File: config.mk
export PLATFORM = sky130hd
export DESIGN_NAME = laas_ram
export DESIGN_NICKNAME = d
export VERILOG_FILES = /design/src/hdl/laas_ram.sv
export SDC_FILE = /design/constraint.sdc
export NUM_CORES = 1
export LEC_CHECK = 0
export BUFFER_PORTS_ARGS = -buffer_cell sky130_fd_sc_hd__buf_2
export CAP_MARGIN = 40
export CORE_UTILIZATION = 50
export DETAILED_ROUTE_END_ITERATION = 7
export GPL_ROUTABILITY_DRIVEN = 1
export PLACE_DENSITY = 0.73
export SLEW_MARGIN = 20
export SYNTH_ARGS = -nofsm -noshare
export SYNTH_HDL_FRONTEND = slang
export SYNTH_SLANG_ARGS = --single-unit
File: constraint.sdc
create_clock -name i_clk -period 5.5 [get_ports i_clk]
set_clock_uncertainty 0.2 [all_clocks]
set_input_delay 0.55 -clock i_clk [delete_from_list [all_inputs] [get_ports i_clk]]
set_output_delay 0.55 -clock i_clk [all_outputs]
set_load 0.05 [all_outputs]
File: src/hdl/laas_ram.sv
// Generic single-port-write, single-read RAM with registered read data.
// Standalone; no package dependency.
module laas_ram #(
    parameter int WIDTH = 33,
    parameter int DEPTH = 16
) (
    input  logic                     i_clk,
    input  logic                     i_we,
    input  logic [$clog2(DEPTH)-1:0] i_waddr,
    input  logic [WIDTH-1:0]         i_wdata,
    input  logic [$clog2(DEPTH)-1:0] i_raddr,
    output logic [WIDTH-1:0]         o_rdata
);
    logic [WIDTH-1:0] r_mem [DEPTH];
    logic [WIDTH-1:0] r_rdata;

    always_ff @(posedge i_clk) begin
        if (i_we) begin
            r_mem[i_waddr] <= i_wdata;
        end
        r_rdata <= r_mem[i_raddr];
    end

    assign o_rdata = r_rdata;
endmodule

* Word-level counts from Yosys, hierarchy flattened *
Memories as Yosys holds them, arrays and structs flattened. A register that Yosys moved wholly into a read port is not among the register bits.
Index checks and enable logic that the tools add are counted.

word-level totals
  output and inout bits = 33
  memories = 1
  word-level logic and storage cells = 3
  memory bits (writable) = 528
  register bits after elaboration = 0

memory list
  memory  words  width  rd ports  clocked after Yosys merged registers in  write ports  RTL line  RTL
  r_mem   16     33     1         1                                        1            14        logic [WIDTH-1:0] r_mem [DEPTH];

cells by class
  muxes and demuxes = 2

operator list
  kind               count
  two-way mux 1 bit  2

* Longest topological paths before layout *
  word-level depth = 2
  depth in mapped cells = 6
  depth with buffers taken out = 3

* Worst setup path before layout *
No wires, ideal clock.

  path kind = input -> register
  start = input port i_waddr[2]
  end = memory r_mem[0][0] (enable)
  stages = 2
  library setup time = 465 ps
  buffers on the path = 0
  setup slack = 1,500 ps
  data arrival time = 3,335 ps
  path through = or3b_2 > nor3_1

RTL lines
  item             RTL line  RTL
  start, declared  9         input logic [$clog2(DEPTH)-1:0] i_waddr,
  end, declared    14

No word-level cell before the write port.

==> metrics.md <==
| Metric | Value |
|---|---|
| Outcome | `finished with violations` |
| Failing checks | `design-rule violations` |
| Part of the Yosys area used for sequential elements | `roughly four fifths` |
| PD cells | `about 380 nW/um^2` |
| Crit path capture type | `register` |
| Part of the cycle the worst path needs | `between 40% and 50%` |
| Nets | `~1000` |
| Slowest-stage cell, CP | `mux4_1` |
| Routability congestion estimate | `approximately 0.7` |
| MaxCap Viol Count | `0` |
| Endpoints failing setup | `0` |
| CP Class | `input pin to register` |
| Worst slew pin tran | `between 0.6 and 0.7 ns` |
| Setup_tns | `0 ns` |
| Critical Path RT | `between 5 and 6 ns` |
| # H-tree levels | `2` |
| First-pass GRT wire length | `between 60 and 70 mm` |
| Via density | `~6.0` |
| Final min period | `2.35 ns` |
| Antenna violations before repair | `2` |
| Final HPWL DP | `21.6 mm` |
| Die width | `between 200 and 250 um` |
| CTS Buffer Depth | `3` |
| Area delta synth->final | `14.2%` |
| Cts repair resizes | `0` |
| Yosys warns | `0` |
| Crit-path cells | `clkbuf_8, buf_16, buf_4, mux4_1, a22oi_1, nand2_1` |
| Initial DRC count | `roughly 840` |
| Peak Freq | `about 0.43 GHz` |
| GRT Overall Usage | `between 20% and 30%` |
| Vias | `9337` |
| Peak VDD IR | `approximately 0.27 mV` |
| Root Buffer | `clkbuf_16` |
| Leading area contributor after synthesis | `edfxtp_1` |
| Fin. Hold Viols | `0` |
| Pins Over Slew Limit | `0` |
| Worst slew margin | `approximately 58%` |
| Drt drc | `1` |
| Syn Std Cell Area | `~21000 sq um` |
| Gr ovfl total | `0` |
| Top-Level Pins | `76` |
| Number of synthesized register bits | `561` |
| CTS clk-pin slew, worst paths | `0.06 ns` |
| Worst slack at placement | `about 2.5 ns` |
| Synth top area share | `76.9%` |
| CTS Buf Count | `53` |
| Initial Util | `roughly half` |
| Crit path DAT | `2.62 ns` |
| Critical path peak fanout | `40` |
| Pin count of the biggest net entering global routing | `between 60 and 70` |
| Layout cell share with drive strength beyond 1 | `30.7%` |
| IO Port Bufs | `between 70 and 80` |
| Lkg Pwr | `7.64 nW` |
| Cell count after synthesis | `about 860` |
| Crit-path max cell delay | `0.60 ns` |
| Synth cell types | `20` |
| WL per Instance | `27.0 um` |
| DRT Wirelength | `about 42 mm` |
| Routed Antenna Nets | `0` |
| Fill cells | `approximately 2900` |
| Row count | `74` |
| Number of global-route vias before repair | `9744` |
| Chip height | `205 um` |
| Final WS setup | `around 3.2 ns` |
| Worst Hold Class | `input pin to register` |
| RSZ-0062 raised after global routing | `false` |
| Mapped Nets | `907` |
| Top cells by area, synth | `edfxtp_1 (77%), mux4_2 (12%), dfxtp_1 (3.2%)` |
| Pre-antenna DRT Iters | `7` |
| CTS sink count | `561` |
| Die ar. | `roughly 42000 sq um` |
| TritonCTS clock tree | `yes` |
| Syn_area_per_cell | `roughly 24 sq um` |
| Worst-skew pair later-pin latency | `~0.59 ns` |
| # hold bufs at CTS | `0` |
| Worst setup SP type | `input pin` |
| Post-CTS setup buffers | `0` |
| Core ar. | `around 41000 sq um` |
[power breakdown]
| group | leakage, nW | switching, W | internal, W |
|---|---|---|---|
| combinational | 1.72 | 0.000334 | 0.000171 |
| clock | 0.868 | 0.00151 | 0.00218 |
| sequential | 5.05 | 0.0000265 | 0.00478 |
[state kept, by name (all words and copies together) (netlist names)]
signal,count
o_rdata,33
r_mem,528
[cells by family after synthesis]
family                 after synthesis  synth area share [%]
muxes                              132                  14.8
and+or+nand+nor                     60                  1.24
DFF                                561                  80.1
buffers and inverters               45                  1.55
AOI/OAI and AO/OA                   66                  2.40
[final timing paths]
check,depth (start not counted),start,slack (ns),to
worst max register to register,3,r_mem[0][25],3.88,o_rdata[25]
worst min register to register,3,r_mem[12][12],0.46,o_rdata[12]
worst max-delay path,6,i_raddr[0],3.15,o_rdata[5]
worst min-delay path,1,i_wdata[18],0.13,r_mem[13][18]
[placed cells by master, fill, tap and decap left out]
cell,count
edfxtp_1,528
mux4_2,113
buf_2,73
a22oi_1,66
clkbuf_16,54
nand2_1,34
dfxtp_1,33
buf_4,25
mux4_1,19
clkbuf_1,17
nor2_4,13
clkbuf_8,11
clkinv_1,6
clkinv_2,5
bufinv_16,5
nor3_2,4
nor2b_4,2
nand3b_1,2
nand2b_1,2
buf_16,2
buf_12,2
diode_2,1
and2_2,1
nand3_1,1
or3b_2,1
clkinv_8,1
inv_6,1
buf_6,1
[per-layer routing]
metal,track usage [%],routed length [um],vias up
li1,-,-,3924
met1,28.5,17800,4978
met2,33.9,20800,358
met3,3.96,2480,75
met4,6.77,985,2
met5,0,13,-
[worst max-delay path: cells and delay by family]
kind	cells	cell delay [ns]
simple gates	1	0.08
mux	1	0.60
compound gates	1	0.26
buf+inv	3	1.04
[stage by stage]
stage | utilization (%) | total power (W) | std cells | instance area (sq um) | hold WS, ns
2_1_floorplan | - | 0.00523 | 864 | 20600 | 0.422
3_3_place_gp | 53.2 | 0.00539 | 1450 | 21700 | 0.443
3_5_place_dp | 53.5 | 0.00540 | 1455 | 21800 | 0.454
4_1_cts | 57.8 | 0.00906 | 1554 | 23600 | 0.0964
5_1_grt | 57.8 | 0.00925 | 1555 | 23600 | 0.119
6_report | 57.8 | 0.00900 | 1555 | 23600 | 0.131
[synth_stat cells (all sizes together)]
| cell | n |
|---|---|
| nand2b | 2 |
| nand2 | 34 |
| or3b | 1 |
| edfxtp | 528 |
| nor3 | 4 |
| nor2b | 2 |
| nor2 | 13 |
| nand3 | 1 |
| dfxtp | 33 |
| a22oi | 66 |
| nand3b | 2 |
| and2 | 1 |
| clkbuf | 20 |
| mux4 | 132 |
| buf | 25 |
[final cells by class]
class	count	area [sq um]	share of cell area, %
tap	532	666	2.82
clock buffer	81	1550	6.59
antenna	1	2.50	0.0106
timing repair buffer	104	673	2.86
sequential	561	16500	70.1
clock inverter	18	223	0.945
multi-input combinational	258	3930	16.7
Note: power is estimated with default switching activity, not from simulation.
